`src/design/fixed_point_calculator_alu_core_assert.svh`:
```
// assertion helpers shared by the calculator modules
`ifndef FIXED_POINT_CALCULATOR_ALU_CORE_ASSERT_SVH
`define FIXED_POINT_CALCULATOR_ALU_CORE_ASSERT_SVH

// same-cycle implication, disabled while in reset
`define FPC_ASSERT_IMP(lbl, ante, cons, msg) \
  lbl: assert property (@(posedge clk) disable iff (!rst_n) (ante) |-> (cons)) \
    else $error(msg);

// next-cycle implication, disabled while in reset
`define FPC_ASSERT_NXT(lbl, ante, cons, msg) \
  lbl: assert property (@(posedge clk) disable iff (!rst_n) (ante) |=> (cons)) \
    else $error(msg);

`endif

```
`src/design/fpc_pkg.sv`:
```
`timescale 1ns / 1ps
`default_nettype none

package fpc_pkg;

  // operation codes
  localparam logic [3:0] FN_ADD   = 4'd1;
  localparam logic [3:0] FN_SUB   = 4'd2;
  localparam logic [3:0] FN_MUL   = 4'd3;
  localparam logic [3:0] FN_DIV   = 4'd4;
  localparam logic [3:0] FN_SQR   = 4'd5;
  localparam logic [3:0] FN_SQRT  = 4'd6;
  localparam logic [3:0] FN_PRIME = 4'd7;
  localparam logic [3:0] FN_FACT  = 4'd8;

  // status codes
  localparam int STW = 3;
  localparam logic [STW-1:0] ST_OK      = 3'd0;
  localparam logic [STW-1:0] ST_DIV0    = 3'd1;
  localparam logic [STW-1:0] ST_NEGSQRT = 3'd2;
  localparam logic [STW-1:0] ST_FACTDOM = 3'd3;
  localparam logic [STW-1:0] ST_OVF     = 3'd4;
  localparam logic [STW-1:0] ST_BADOP   = 3'd5;

  // factorial index width, overflow always hits well before it wraps
  localparam int FACT_IW = 6;

  typedef enum logic [3:0] {
    S_IDLE,
    S_INIT,
    S_MUL,
    S_DIV,
    S_SQRT,
    S_PCHK,
    S_PDIV,
    S_PTEST,
    S_FACT,
    S_PACK,
    S_OUT
  } state_t;

  typedef enum logic [2:0] {
    CLS_QUICK,
    CLS_MUL,
    CLS_DIV,
    CLS_SQRT,
    CLS_PRIME,
    CLS_FACT
  } cls_t;

  typedef struct packed {
    logic start;
    logic init;
    logic mul_step;
    logic div_step;
    logic sqrt_step;
    logic fact_step;
    logic trial_load;
    logic trial_next;
    logic pack;
    logic set_prime;
    logic set_notprime;
    logic load_out;
  } cmd_t;

  typedef struct packed {
    cls_t cls;
    logic psq_gt;
    logic rem_zero;
    logic fact_end;
  } sts_t;

endpackage

`default_nettype wire

```
`src/design/fpc_dpath.sv`:
```
`timescale 1ns / 1ps
`default_nettype none

module fpc_dpath #(
  parameter int INT_BITS  = 32,
  parameter int FRAC_BITS = 16
) (
  input  wire logic                                clk,
  input  wire logic                                rst_n,
  input  wire fpc_pkg::cmd_t                       cmd,
  output fpc_pkg::sts_t                            sts,
  input  wire logic [3:0]                          in_func,
  input  wire logic signed [INT_BITS+FRAC_BITS-1:0] in_operand_a,
  input  wire logic signed [INT_BITS+FRAC_BITS-1:0] in_operand_b,
  output logic signed [INT_BITS+FRAC_BITS-1:0]     out_result,
  output logic [fpc_pkg::STW-1:0]                  out_status
);

  localparam int W   = INT_BITS + FRAC_BITS;
  localparam int NW  = W + FRAC_BITS;
  localparam int K   = (NW + 1) / 2;
  localparam int RW  = 2 * K;
  localparam int SW  = K + 4;
  localparam int PW  = 2 * W;
  localparam int FW  = fpc_pkg::FACT_IW;
  localparam int FPW = INT_BITS + FW;
  localparam logic [W-1:0] MAXV = {1'b0, {(W-1){1'b1}}};
  localparam logic [W-1:0] MINV = {1'b1, {(W-1){1'b0}}};
  localparam logic [W-1:0] FMASK = (W'(1) << FRAC_BITS) - W'(1);
  localparam logic [W-1:0] ONEV = W'(1) << FRAC_BITS;
  localparam logic [INT_BITS-1:0] LIM = {1'b0, {(INT_BITS-1){1'b1}}};

  logic [3:0]          func_r;
  logic [W-1:0]        a_r, b_r;
  logic                neg_r;
  logic [W-1:0]        mhi_r, mlo_r, mb_r;
  logic [NW-1:0]       quo_r;
  logic [W-1:0]        rem_r, d_r;
  logic [RW-1:0]       rad_r;
  logic [K-1:0]        root_r;
  logic [SW-1:0]       srem_r;
  logic [INT_BITS-1:0] pi_r;
  logic [INT_BITS:0]   psq_r;
  logic [INT_BITS-1:0] fp_r;
  logic [FW-1:0]       fi_r;
  logic [W-1:0]        res_r, out_res_r;
  logic [fpc_pkg::STW-1:0] st_r, out_st_r;

  logic [W-1:0]        ma, mb;
  logic [INT_BITS-1:0] n_w;
  fpc_pkg::cls_t       cls;
  logic [W-1:0]        q_res;
  logic [fpc_pkg::STW-1:0] q_st;
  logic [W:0]          sum_w;

  // operand magnitudes and integer part
  assign ma  = a_r[W-1] ? (~a_r + W'(1)) : a_r;
  assign mb  = b_r[W-1] ? (~b_r + W'(1)) : b_r;
  assign n_w = a_r[W-1:FRAC_BITS];

  // classify the latched request
  always_comb begin
    case (func_r)
      fpc_pkg::FN_MUL, fpc_pkg::FN_SQR: cls = fpc_pkg::CLS_MUL;
      fpc_pkg::FN_DIV: cls = (b_r == '0) ? fpc_pkg::CLS_QUICK : fpc_pkg::CLS_DIV;
      fpc_pkg::FN_SQRT: cls = a_r[W-1] ? fpc_pkg::CLS_QUICK : fpc_pkg::CLS_SQRT;
      fpc_pkg::FN_PRIME: begin
        cls = (a_r[W-1] || n_w <= INT_BITS'(1)) ? fpc_pkg::CLS_QUICK : fpc_pkg::CLS_PRIME;
      end
      fpc_pkg::FN_FACT: begin
        cls = (a_r[W-1] || (a_r & FMASK) != '0) ? fpc_pkg::CLS_QUICK : fpc_pkg::CLS_FACT;
      end
      default: cls = fpc_pkg::CLS_QUICK;
    endcase
  end

  // results without iteration: add, sub, errors, trivial prime
  always_comb begin
    q_res = '0;
    q_st  = fpc_pkg::ST_OK;
    sum_w = '0;
    case (func_r)
      fpc_pkg::FN_ADD, fpc_pkg::FN_SUB: begin
        if (func_r == fpc_pkg::FN_ADD) begin
          sum_w = {a_r[W-1], a_r} + {b_r[W-1], b_r};
        end else begin
          sum_w = {a_r[W-1], a_r} - {b_r[W-1], b_r};
        end
        if (sum_w[W] != sum_w[W-1]) begin
          q_res = sum_w[W] ? MINV : MAXV;
          q_st  = fpc_pkg::ST_OVF;
        end else begin
          q_res = sum_w[W-1:0];
        end
      end
      fpc_pkg::FN_DIV:   q_st = fpc_pkg::ST_DIV0;
      fpc_pkg::FN_SQRT:  q_st = fpc_pkg::ST_NEGSQRT;
      fpc_pkg::FN_FACT:  q_st = fpc_pkg::ST_FACTDOM;
      fpc_pkg::FN_PRIME: q_st = fpc_pkg::ST_OK;
      default:           q_st = fpc_pkg::ST_BADOP;
    endcase
  end

  // restoring divide step
  logic [W:0]   dv_r1;
  logic         dv_ge;
  logic [W:0]   dv_diff;
  assign dv_r1   = {rem_r, quo_r[NW-1]};
  assign dv_ge   = dv_r1 >= {1'b0, d_r};
  assign dv_diff = dv_r1 - {1'b0, d_r};

  // shift-add multiply step
  logic [W:0] ml_sum;
  assign ml_sum = {1'b0, mhi_r} + (mlo_r[0] ? {1'b0, mb_r} : '0);

  // digit-by-digit root step
  logic [SW-1:0] sq_rem, sq_trial;
  logic          sq_ge;
  assign sq_rem   = {srem_r[SW-3:0], rad_r[RW-1 -: 2]};
  assign sq_trial = SW'({root_r, 2'b01});
  assign sq_ge    = sq_rem >= sq_trial;

  // factorial step
  logic [FPW-1:0] f_prod;
  logic           f_gt, f_ovf;
  assign f_prod = FPW'(fp_r) * FPW'(fi_r);
  assign f_gt   = INT_BITS'(fi_r) > n_w;
  assign f_ovf  = f_prod > FPW'(LIM);

  // saturating pack of a magnitude
  logic [PW-1:0] pk_v;
  logic [W-1:0]  pk_res;
  logic          pk_ovf;
  always_comb begin
    case (func_r)
      fpc_pkg::FN_MUL, fpc_pkg::FN_SQR: pk_v = {mhi_r, mlo_r} >> FRAC_BITS;
      fpc_pkg::FN_DIV: pk_v = PW'(quo_r);
      default:         pk_v = PW'(root_r);
    endcase
    if (neg_r) begin
      pk_ovf = pk_v > PW'(MINV);
      pk_res = pk_ovf ? MINV : (~pk_v[W-1:0] + W'(1));
    end else begin
      pk_ovf = pk_v > PW'(MAXV);
      pk_res = pk_ovf ? MAXV : pk_v[W-1:0];
    end
  end

  // status toward the controller
  always_comb begin
    sts.cls      = cls;
    sts.psq_gt   = psq_r > {1'b0, n_w};
    sts.rem_zero = rem_r == '0;
    sts.fact_end = f_gt || f_ovf;
  end

  // datapath registers
  always_ff @(posedge clk) begin
    if (cmd.start) begin
      func_r <= in_func;
      a_r    <= in_operand_a;
      b_r    <= in_operand_b;
    end
    if (cmd.init) begin
      res_r  <= q_res;
      st_r   <= q_st;
      neg_r  <= (func_r == fpc_pkg::FN_MUL || func_r == fpc_pkg::FN_DIV) ?
                (a_r[W-1] ^ b_r[W-1]) : 1'b0;
      mhi_r  <= '0;
      mlo_r  <= ma;
      mb_r   <= (func_r == fpc_pkg::FN_SQR) ? ma : mb;
      quo_r  <= NW'(ma) << FRAC_BITS;
      rem_r  <= '0;
      d_r    <= mb;
      rad_r  <= RW'(a_r) << FRAC_BITS;
      root_r <= '0;
      srem_r <= '0;
      pi_r   <= INT_BITS'(2);
      psq_r  <= (INT_BITS+1)'(4);
      fp_r   <= INT_BITS'(1);
      fi_r   <= FW'(2);
    end
    if (cmd.mul_step) begin
      mhi_r <= ml_sum[W:1];
      mlo_r <= {ml_sum[0], mlo_r[W-1:1]};
    end
    if (cmd.div_step) begin
      rem_r <= dv_ge ? dv_diff[W-1:0] : dv_r1[W-1:0];
      quo_r <= {quo_r[NW-2:0], dv_ge};
    end
    if (cmd.sqrt_step) begin
      srem_r <= sq_ge ? (sq_rem - sq_trial) : sq_rem;
      root_r <= {root_r[K-2:0], sq_ge};
      rad_r  <= rad_r << 2;
    end
    if (cmd.trial_load) begin
      quo_r <= NW'(n_w);
      rem_r <= '0;
      d_r   <= W'(pi_r);
    end
    if (cmd.trial_next) begin
      psq_r <= psq_r + {pi_r, 1'b1};
      pi_r  <= pi_r + INT_BITS'(1);
    end
    if (cmd.fact_step) begin
      if (f_gt) begin
        res_r <= W'(fp_r) << FRAC_BITS;
        st_r  <= fpc_pkg::ST_OK;
      end else if (f_ovf) begin
        res_r <= MAXV;
        st_r  <= fpc_pkg::ST_OVF;
      end else begin
        fp_r <= f_prod[INT_BITS-1:0];
        fi_r <= fi_r + FW'(1);
      end
    end
    if (cmd.pack) begin
      res_r <= pk_res;
      st_r  <= pk_ovf ? fpc_pkg::ST_OVF : fpc_pkg::ST_OK;
    end
    if (cmd.set_prime) begin
      res_r <= ONEV;
      st_r  <= fpc_pkg::ST_OK;
    end
    if (cmd.set_notprime) begin
      res_r <= '0;
      st_r  <= fpc_pkg::ST_OK;
    end
    if (cmd.load_out) begin
      out_res_r <= res_r;
      out_st_r  <= st_r;
    end
  end

  assign out_result = out_res_r;
  assign out_status = out_st_r;

`include "fixed_point_calculator_alu_core_assert.svh"

  `FPC_ASSERT_NXT(a_pack_status, cmd.pack, st_r == fpc_pkg::ST_OK || st_r == fpc_pkg::ST_OVF, "pack gave an error status")

endmodule

`default_nettype wire

```
`src/design/fpc_ctrl.sv`:
```
`timescale 1ns / 1ps
`default_nettype none

module fpc_ctrl #(
  parameter int INT_BITS  = 32,
  parameter int FRAC_BITS = 16
) (
  input  wire logic          clk,
  input  wire logic          rst_n,
  input  wire logic          in_valid,
  output logic               in_stall,
  output logic               out_valid,
  input  wire logic          out_stall,
  output fpc_pkg::cmd_t      cmd,
  input  wire fpc_pkg::sts_t sts
);

  localparam int W  = INT_BITS + FRAC_BITS;
  localparam int NW = W + FRAC_BITS;
  localparam int K  = (NW + 1) / 2;
  localparam int CW = $clog2(NW + 1);

  fpc_pkg::state_t state_r, state_nxt;
  logic [CW-1:0]   cnt_r, cnt_nxt;
  logic            out_valid_r, out_valid_nxt;
  logic            slot_free;

  assign slot_free = !out_valid_r || !out_stall;

  // next state
  always_comb begin
    state_nxt = state_r;
    case (state_r)
      fpc_pkg::S_IDLE: if (in_valid) state_nxt = fpc_pkg::S_INIT;
      fpc_pkg::S_INIT: begin
        case (sts.cls)
          fpc_pkg::CLS_MUL:   state_nxt = fpc_pkg::S_MUL;
          fpc_pkg::CLS_DIV:   state_nxt = fpc_pkg::S_DIV;
          fpc_pkg::CLS_SQRT:  state_nxt = fpc_pkg::S_SQRT;
          fpc_pkg::CLS_PRIME: state_nxt = fpc_pkg::S_PCHK;
          fpc_pkg::CLS_FACT:  state_nxt = fpc_pkg::S_FACT;
          default:            state_nxt = fpc_pkg::S_OUT;
        endcase
      end
      fpc_pkg::S_MUL:  if (cnt_r == CW'(W - 1)) state_nxt = fpc_pkg::S_PACK;
      fpc_pkg::S_DIV:  if (cnt_r == CW'(NW - 1)) state_nxt = fpc_pkg::S_PACK;
      fpc_pkg::S_SQRT: if (cnt_r == CW'(K - 1)) state_nxt = fpc_pkg::S_PACK;
      fpc_pkg::S_PCHK: state_nxt = sts.psq_gt ? fpc_pkg::S_OUT : fpc_pkg::S_PDIV;
      fpc_pkg::S_PDIV: if (cnt_r == CW'(NW - 1)) state_nxt = fpc_pkg::S_PTEST;
      fpc_pkg::S_PTEST: state_nxt = sts.rem_zero ? fpc_pkg::S_OUT : fpc_pkg::S_PCHK;
      fpc_pkg::S_FACT: if (sts.fact_end) state_nxt = fpc_pkg::S_OUT;
      fpc_pkg::S_PACK: state_nxt = fpc_pkg::S_OUT;
      fpc_pkg::S_OUT:  if (slot_free) state_nxt = fpc_pkg::S_IDLE;
      default:         state_nxt = fpc_pkg::S_IDLE;
    endcase
  end

  // commands to the datapath
  always_comb begin
    cmd = '0;
    case (state_r)
      fpc_pkg::S_IDLE:  cmd.start = in_valid;
      fpc_pkg::S_INIT:  cmd.init = 1'b1;
      fpc_pkg::S_MUL:   cmd.mul_step = 1'b1;
      fpc_pkg::S_DIV:   cmd.div_step = 1'b1;
      fpc_pkg::S_SQRT:  cmd.sqrt_step = 1'b1;
      fpc_pkg::S_PCHK: begin
        cmd.set_prime  = sts.psq_gt;
        cmd.trial_load = !sts.psq_gt;
      end
      fpc_pkg::S_PDIV:  cmd.div_step = 1'b1;
      fpc_pkg::S_PTEST: begin
        cmd.set_notprime = sts.rem_zero;
        cmd.trial_next   = !sts.rem_zero;
      end
      fpc_pkg::S_FACT:  cmd.fact_step = 1'b1;
      fpc_pkg::S_PACK:  cmd.pack = 1'b1;
      fpc_pkg::S_OUT:   cmd.load_out = slot_free;
      default:          cmd = '0;
    endcase
  end

  // iteration counter restarts on every state change
  assign cnt_nxt = (state_nxt != state_r) ? '0 : cnt_r + CW'(1);

  // result slot occupancy
  always_comb begin
    if (cmd.load_out) begin
      out_valid_nxt = 1'b1;
    end else if (out_valid_r && !out_stall) begin
      out_valid_nxt = 1'b0;
    end else begin
      out_valid_nxt = out_valid_r;
    end
  end

  always_ff @(posedge clk) begin
    if (!rst_n) begin
      state_r     <= fpc_pkg::S_IDLE;
      cnt_r       <= '0;
      out_valid_r <= 1'b0;
    end else begin
      state_r     <= state_nxt;
      cnt_r       <= cnt_nxt;
      out_valid_r <= out_valid_nxt;
    end
  end

  assign in_stall  = state_r != fpc_pkg::S_IDLE;
  assign out_valid = out_valid_r;

`include "fixed_point_calculator_alu_core_assert.svh"

  `FPC_ASSERT_NXT(a_accept_init, in_valid && !in_stall, state_r == fpc_pkg::S_INIT, "accepted request did not start")
  `FPC_ASSERT_IMP(a_load_free, cmd.load_out, !out_valid_r || !out_stall, "result overwrote a pending one")
  `FPC_ASSERT_IMP(a_cnt_bound, state_r == fpc_pkg::S_DIV || state_r == fpc_pkg::S_PDIV, cnt_r < CW'(NW), "divide counter ran past its end")

endmodule

`default_nettype wire

```
`src/design/fixed_point_calculator_alu_core.sv`:
```
// fixed-point calculator alu
// input channel: in_valid / in_stall carry a request of in_func, in_operand_a and
// in_operand_b (signed, FRAC_BITS fraction bits); a request is taken when in_valid
// is high and in_stall low. one request is worked on at a time; in_stall is high
// from the cycle after a request is taken until its result is in the output register.
// result channel: out_valid / out_stall carry out_result and out_status; the result
// holds in the output register while out_stall is high, and a new request may be
// taken while it waits there.
// how each operation is worked out once a request is taken:
//   add, sub, errors, trivial prime: formed at init, no iteration
//   mul, square: one bit per cycle of the shift-add multiplier
//   div: one quotient bit per cycle of the restoring divider
//   sqrt: one root bit per cycle
//   factorial: one product per cycle
//   prime: trial divisors from 2 up to about sqrt(n); each trial divisor runs
//     a full pass of the shared divider
// reset clears the controller and drops out_valid; no memory to clear
`timescale 1ns / 1ps
`default_nettype none

module fixed_point_calculator_alu_core #(
  parameter int INT_BITS  = 32,
  parameter int FRAC_BITS = 16
) (
  input  wire logic                                 clk,
  input  wire logic                                 rst_n,
  input  wire logic                                 in_valid,
  output logic                                      in_stall,
  input  wire logic [3:0]                           in_func,
  input  wire logic signed [INT_BITS+FRAC_BITS-1:0] in_operand_a,
  input  wire logic signed [INT_BITS+FRAC_BITS-1:0] in_operand_b,
  output logic                                      out_valid,
  input  wire logic                                 out_stall,
  output logic signed [INT_BITS+FRAC_BITS-1:0]      out_result,
  output logic [fpc_pkg::STW-1:0]                   out_status
);

  fpc_pkg::cmd_t cmd;
  fpc_pkg::sts_t sts;

  // sequencer
  fpc_ctrl #(
    .INT_BITS  (INT_BITS),
    .FRAC_BITS (FRAC_BITS)
  ) u_ctrl (
    .clk       (clk),
    .rst_n     (rst_n),
    .in_valid  (in_valid),
    .in_stall  (in_stall),
    .out_valid (out_valid),
    .out_stall (out_stall),
    .cmd       (cmd),
    .sts       (sts)
  );

  // arithmetic
  fpc_dpath #(
    .INT_BITS  (INT_BITS),
    .FRAC_BITS (FRAC_BITS)
  ) u_dpath (
    .clk          (clk),
    .rst_n        (rst_n),
    .cmd          (cmd),
    .sts          (sts),
    .in_func      (in_func),
    .in_operand_a (in_operand_a),
    .in_operand_b (in_operand_b),
    .out_result   (out_result),
    .out_status   (out_status)
  );

endmodule

`default_nettype wire
```
`config.mk`:
```
export PLATFORM = sky130hd
export DESIGN_NAME = fixed_point_calculator_alu_core
export DESIGN_NICKNAME = d
export VERILOG_FILES = /design/src/design/fpc_pkg.sv /design/src/design/fpc_dpath.sv /design/src/design/fpc_ctrl.sv /design/src/design/fixed_point_calculator_alu_core.sv
export VERILOG_INCLUDE_DIRS = /design/src /design/src/design
export SDC_FILE = /design/constraint.sdc
export NUM_CORES = 2
export LEC_CHECK = 0
export BUFFER_PORTS_ARGS = -buffer_cell sky130_fd_sc_hd__clkbuf_2
export CORE_UTILIZATION = 40
export DETAILED_ROUTE_END_ITERATION = 8
export PLACE_DENSITY = 0.62
export SYNTH_ARGS = -nofsm -noshare
export SYNTH_HDL_FRONTEND = slang
export SYNTH_SLANG_ARGS = --single-unit
```
`constraint.sdc`:
```
create_clock -name clk -period 7.6 [get_ports clk]
set_input_delay 1.14 -clock clk [delete_from_list [all_inputs] [get_ports clk]]
set_output_delay 1.14 -clock clk [all_outputs]
set_load 0.005 [all_outputs]
```
==> results.env <==
OUTCOME='completed'
GRT_ANTENNA_BEFORE_REPAIR=12
NUM_IO_PINS=157
PLACEMENT.SETUP.WORST_SLACK_PS=780
WORST-SLEW-PIN-TRANSITION_PS=1190
STATIC-LEAKAGE-POWER_nW=23.6
LARGEST_REGISTER_FF_COUNT=64
CTS.HTREE.LEVELS=3
PART_OF_THE_POWER_IN_REGISTERS_PCT=35.3
GRT_USE_TOTAL_PCT=28.7
GRT_START_MAX_NET_PINS=78
DP_CELLS=7534
CRITPATHBUFINV=1
SYNTH_ENABLE_FLOP_CELLS=539
CTSHOLDBUFFERS=0
TIMING.SETUP.CRITICAL_PATH_CLASS='reg2reg'
CRIT_CHAIN='nor4_2, nand4_1, nor2_2, nand2_2, or4_4, nand2b_4, or4_4, or4_1, o31ai_1, xnor2_1, ha_1, a211o_1, a2111oi_0, nor2_1, o32ai_1, nand3_1, xor2_1, nor2_1, nor2_4, buf_4, a221oi_1, a211oi_1'
SWITCHINGPOWER_mW=7.23
CLOCK_TRANSITION_AT_THE_REGISTERS_OF_THE_REPORTED_PATHS_PS=60
CTS_TREE='built'
REPORT.FINAL.SLEW_VIOL_COUNT=0
GLOBALROUTEOVERFLOWTOTAL=0
YS_WARN_COUNT=0
CRITICAL_PATH_ARRIVAL_PS=7590
VIA_PER_INST=6.02
CLOCKPOWERSHARE_PCT=26.1
TIMING.RR.END='u_dpath.res_r[6]$_SDFF_PP0_'
PERIOD_SHARE_PCT=91.8
HOLD_DEPTH=1
REPORT.FINAL.HOLD_VIOL_COUNT=0
WORST-ENDPOINT-REQUIRED_PS=8210
FINAL_CELL_AREA_MM2=0.0588
GLOBAL_ROUTE_WIRE_LENGTH_BEFORE_REPAIR_UM=290000
POST_DP_CELL_AREA_MM2=0.0558
COMB_POWER_SHARE_PCT=38.6
POWER-PER-CELL-AREA_mW_PER_MM2=297
CP_SLOWEST_CELL='sky130_fd_sc_hd__or4_1'
FINALSETUPVIOLCOUNT=0
TIMING.MAX_SLEW.REL_SLACK_PCT=19.8
SW_FRAC_OF_TOTAL_PCT=41.4
LAYOUT_COMMON_CELLS='sky130_fd_sc_hd__nand2_1, sky130_fd_sc_hd__edfxtp_1, sky130_fd_sc_hd__nor2_1'
REGISTERS.TOP_BY_FF_COUNT='u_dpath.quo_r'
FINCLKSKEW_PS=71.2
FINAL.SETUP.WORST_SLACK_PS=624
POSTROUTEWIRELENGTH_UM=198000
REG2REG_DEPTH=22
GP_ROUTABILITY_CONGESTION=1.04
CTS_ROOT_BUFFER='sky130_fd_sc_hd__clkbuf_16'
DIEAREA_MM2=0.135
FIRST_GLOBAL_VIAS=43600
YS_ASYNC_SR_FRACTION_PCT=0
SUM_NEG_SETUP_SLACK_PS=0
FIRST_ITER_VIOLATIONS=5379
CORE_AREA_MM2=0.132
WORST_PATH_LARGEST_CELL_DELAY_PS=580
SEQ_AREA_FRAC_SYNTH_PCT=37.8
FINAL_ROUTED_DRC_VIOLATION_TOTAL=0
MIN_TO='u_ctrl.cnt_r[0]$_SDFF_PP0_'
CTS_RESIZED=0
WORST_IR_DROP_VDD_V=0.000192
LAYOUT-DRIVE-GT1-SHARE_PCT=7.96
DIE_HEIGHT_UM=367
CRIT_PATH_MAX_FANOUT=45
MAXCAPVIOLCOUNT=0
SYNTHESIS.AREA_MM2=0.0533
VIAS=46300
WL_PER_CELL_UM=25.7
LAYOUTNONFILLERINSTCOUNT=7702
NETLIST_INSTANCES=5845
POSTSYNTHNETCOUNT=6375
CLOCK_LATENCY_REPORTED_FOR_THE_LATE_SIDE_OF_THE_WORST_SKEW_PAIR_PS=750
CTS_MAX_PATH_BUFFERS=3
RSZ0062_AT_GRT='false'
DIE_WIDTH_UM=367
FINAL_COMMON_CELL='sky130_fd_sc_hd__nand2_1'
DETAILED_PLACE_HPWL_UM=153000
DOMINANTREGCELLSYNTH='sky130_fd_sc_hd__edfxtp_1'
SYNTH.DISTINCT_CELLS=104
HOLD_CLASS='reg2reg'
IO_BUFFERS=156
YS_SEQ_ELEMENTS=736
LAYOUT.NETS=6398
FLOORPLAN.ROWS=133
ANTENNA_LEFT=0
TRITONCTS.NUM_BUFFERS=87
MAX_FREQ_GHz=0.143
HOLD_START='u_ctrl.cnt_r[0]$_SDFF_PP0_'
CTS_SINKS=736
INTERNAL-POWER_mW=10.2
AREA.GROWTH.SYNTH_TO_FINAL_PCT=10.4
LAYOUT_MIN_CYCLE_TIME_PS=6980
WORST_SETUP_PATH_START_KIND='flip-flop'
INITIAL_STANDARD_CELL_UTILIZATION_OF_THE_CORE_PCT=40.4
DRTPASS1ITERATIONS=9
FF2FF_SETUP_SLACK_PS=620
RR_STARTPOINT='u_dpath.b_r[17]$_DFFE_PP_'
CRITPATHCAPTURETYPE='flip-flop'
P_TOTAL_mW=17.5
PATH_DELAY_FAMILY='simple AND/OR/NAND/NOR gates'
POSTCTSSETUPBUFFERS=0
AVGSYNTHCELLAREA_UM2=9.12
-- worst max-delay path by stage --
stage / start / endpoint / slack [ps] / cells past startpoint
detailed placement: u_dpath.b_r[17]$_DFFE_PP_ / u_dpath.res_r[6]$_SDFF_PP0_ / 780 / 23
global route: u_dpath.b_r[17]$_DFFE_PP_ / u_dpath.res_r[20]$_SDFF_PP0_ / 240 / 22
floorplan: u_dpath.b_r[17]$_DFFE_PP_ / u_dpath.res_r[14]$_SDFF_PP0_ / 1840 / 25
CTS: u_dpath.b_r[17]$_DFFE_PP_ / u_dpath.res_r[20]$_SDFF_PP0_ / 730 / 22
global placement: u_dpath.b_r[17]$_DFFE_PP_ / u_dpath.res_r[2]$_SDFF_PP0_ / 1000 / 22
finish: u_dpath.b_r[17]$_DFFE_PP_ / u_dpath.res_r[6]$_SDFF_PP0_ / 620 / 22
-- metal layers --
| metal | vias to the layer above | part of all wire, % | global-route usage, % |
|---|---|---|---|
| met5 | - | 0.036 | 0 |
| met4 | 10 | 5.8 | 14.5 |
| met3 | 431 | 9.4 | 5.99 |
| met2 | 2213 | 44 | 43.8 |
| met1 | 22600 | 41 | 38.5 |
| li1 | 21100 | - | - |
-- cell families (layout without fill, tap and decap cells) --
group	after synthesis	count (layout)	synth area share, %
multiplexers	148	148	2.82
XOR/XNOR	378	378	6.22
flip-flops	736	736	37.8
other	0	5	0
AO/OA/AOI/OAI	1563	1563	19.0
buffers and inverters	665	762	4.83
adder cells (fa/ha/maj)	427	427	11.8
AND/OR/NAND/NOR	1928	1928	17.6
-- metrics by stage --
| stage | utilization, % | hold WS [ps] |
|---|---|---|
| after floorplan | - | 400 |
| after global placement | 42.3 | 429 |
| after detailed placement | 42.3 | 438 |
| after CTS | 44.6 | 448 |
| after global routing | 44.6 | 480 |
| final | 44.6 | 443 |
-- final cells by class --
class	instances	area (µm²)
fill	12800	73000
tap	1755	2200
clock inverter	57	748
timing repair buffer	223	1300
sequential	736	20100
antenna	5	12.5
multi-input combinational	4444	30700
inverter	376	1410
clock buffer	106	2310
-- power by group through the flow --
stage / Clock (mW) / Combinational [mW] / Sequential [mW]
floorplan: 0 / 4.55 / 5.75
global placement: 0 / 6.49 / 6.18
detailed placement: 0 / 6.55 / 6.19
CTS: 4.60 / 6.58 / 6.11
global route: 4.75 / 7.25 / 6.20
finish: 4.55 / 6.74 / 6.17
-- cell usage after synthesis (47+ instances only) --
| cell type | n | area share [%] |
|---|---|---|
| sky130_fd_sc_hd__nand2_1 | 558 | 3.9 |
| sky130_fd_sc_hd__edfxtp_1 | 539 | 30 |
| sky130_fd_sc_hd__nor2_1 | 491 | 3.5 |
| sky130_fd_sc_hd__o21ai_0 | 382 | 3.6 |
| sky130_fd_sc_hd__a21oi_1 | 380 | 3.6 |
| sky130_fd_sc_hd__inv_1 | 373 | 2.6 |
| sky130_fd_sc_hd__ha_1 | 301 | 7.1 |
| sky130_fd_sc_hd__and2_1 | 255 | 3.0 |
| sky130_fd_sc_hd__clkbuf_1 | 232 | 1.6 |
| sky130_fd_sc_hd__xnor2_1 | 215 | 3.5 |
| sky130_fd_sc_hd__dfxtp_1 | 197 | 7.4 |
| sky130_fd_sc_hd__xor2_1 | 162 | 2.7 |
| sky130_fd_sc_hd__a21o_1 | 137 | 1.9 |
| sky130_fd_sc_hd__mux2i_1 | 130 | 2.4 |
| sky130_fd_sc_hd__fa_1 | 125 | 4.7 |
| sky130_fd_sc_hd__nor3_1 | 111 | 1.0 |
| sky130_fd_sc_hd__nand3_1 | 100 | 0.94 |
| sky130_fd_sc_hd__nand4_1 | 80 | 0.94 |
| sky130_fd_sc_hd__a211oi_1 | 62 | 0.87 |
| sky130_fd_sc_hd__o211ai_1 | 59 | 0.83 |
| sky130_fd_sc_hd__o21a_1 | 56 | 0.79 |
| sky130_fd_sc_hd__nor4_1 | 53 | 0.62 |
| sky130_fd_sc_hd__nand2b_1 | 47 | 0.55 |
| sky130_fd_sc_hd__o31ai_1 | 47 | 0.66 |
No activity file was read; power rests on OpenSTA's default activity.
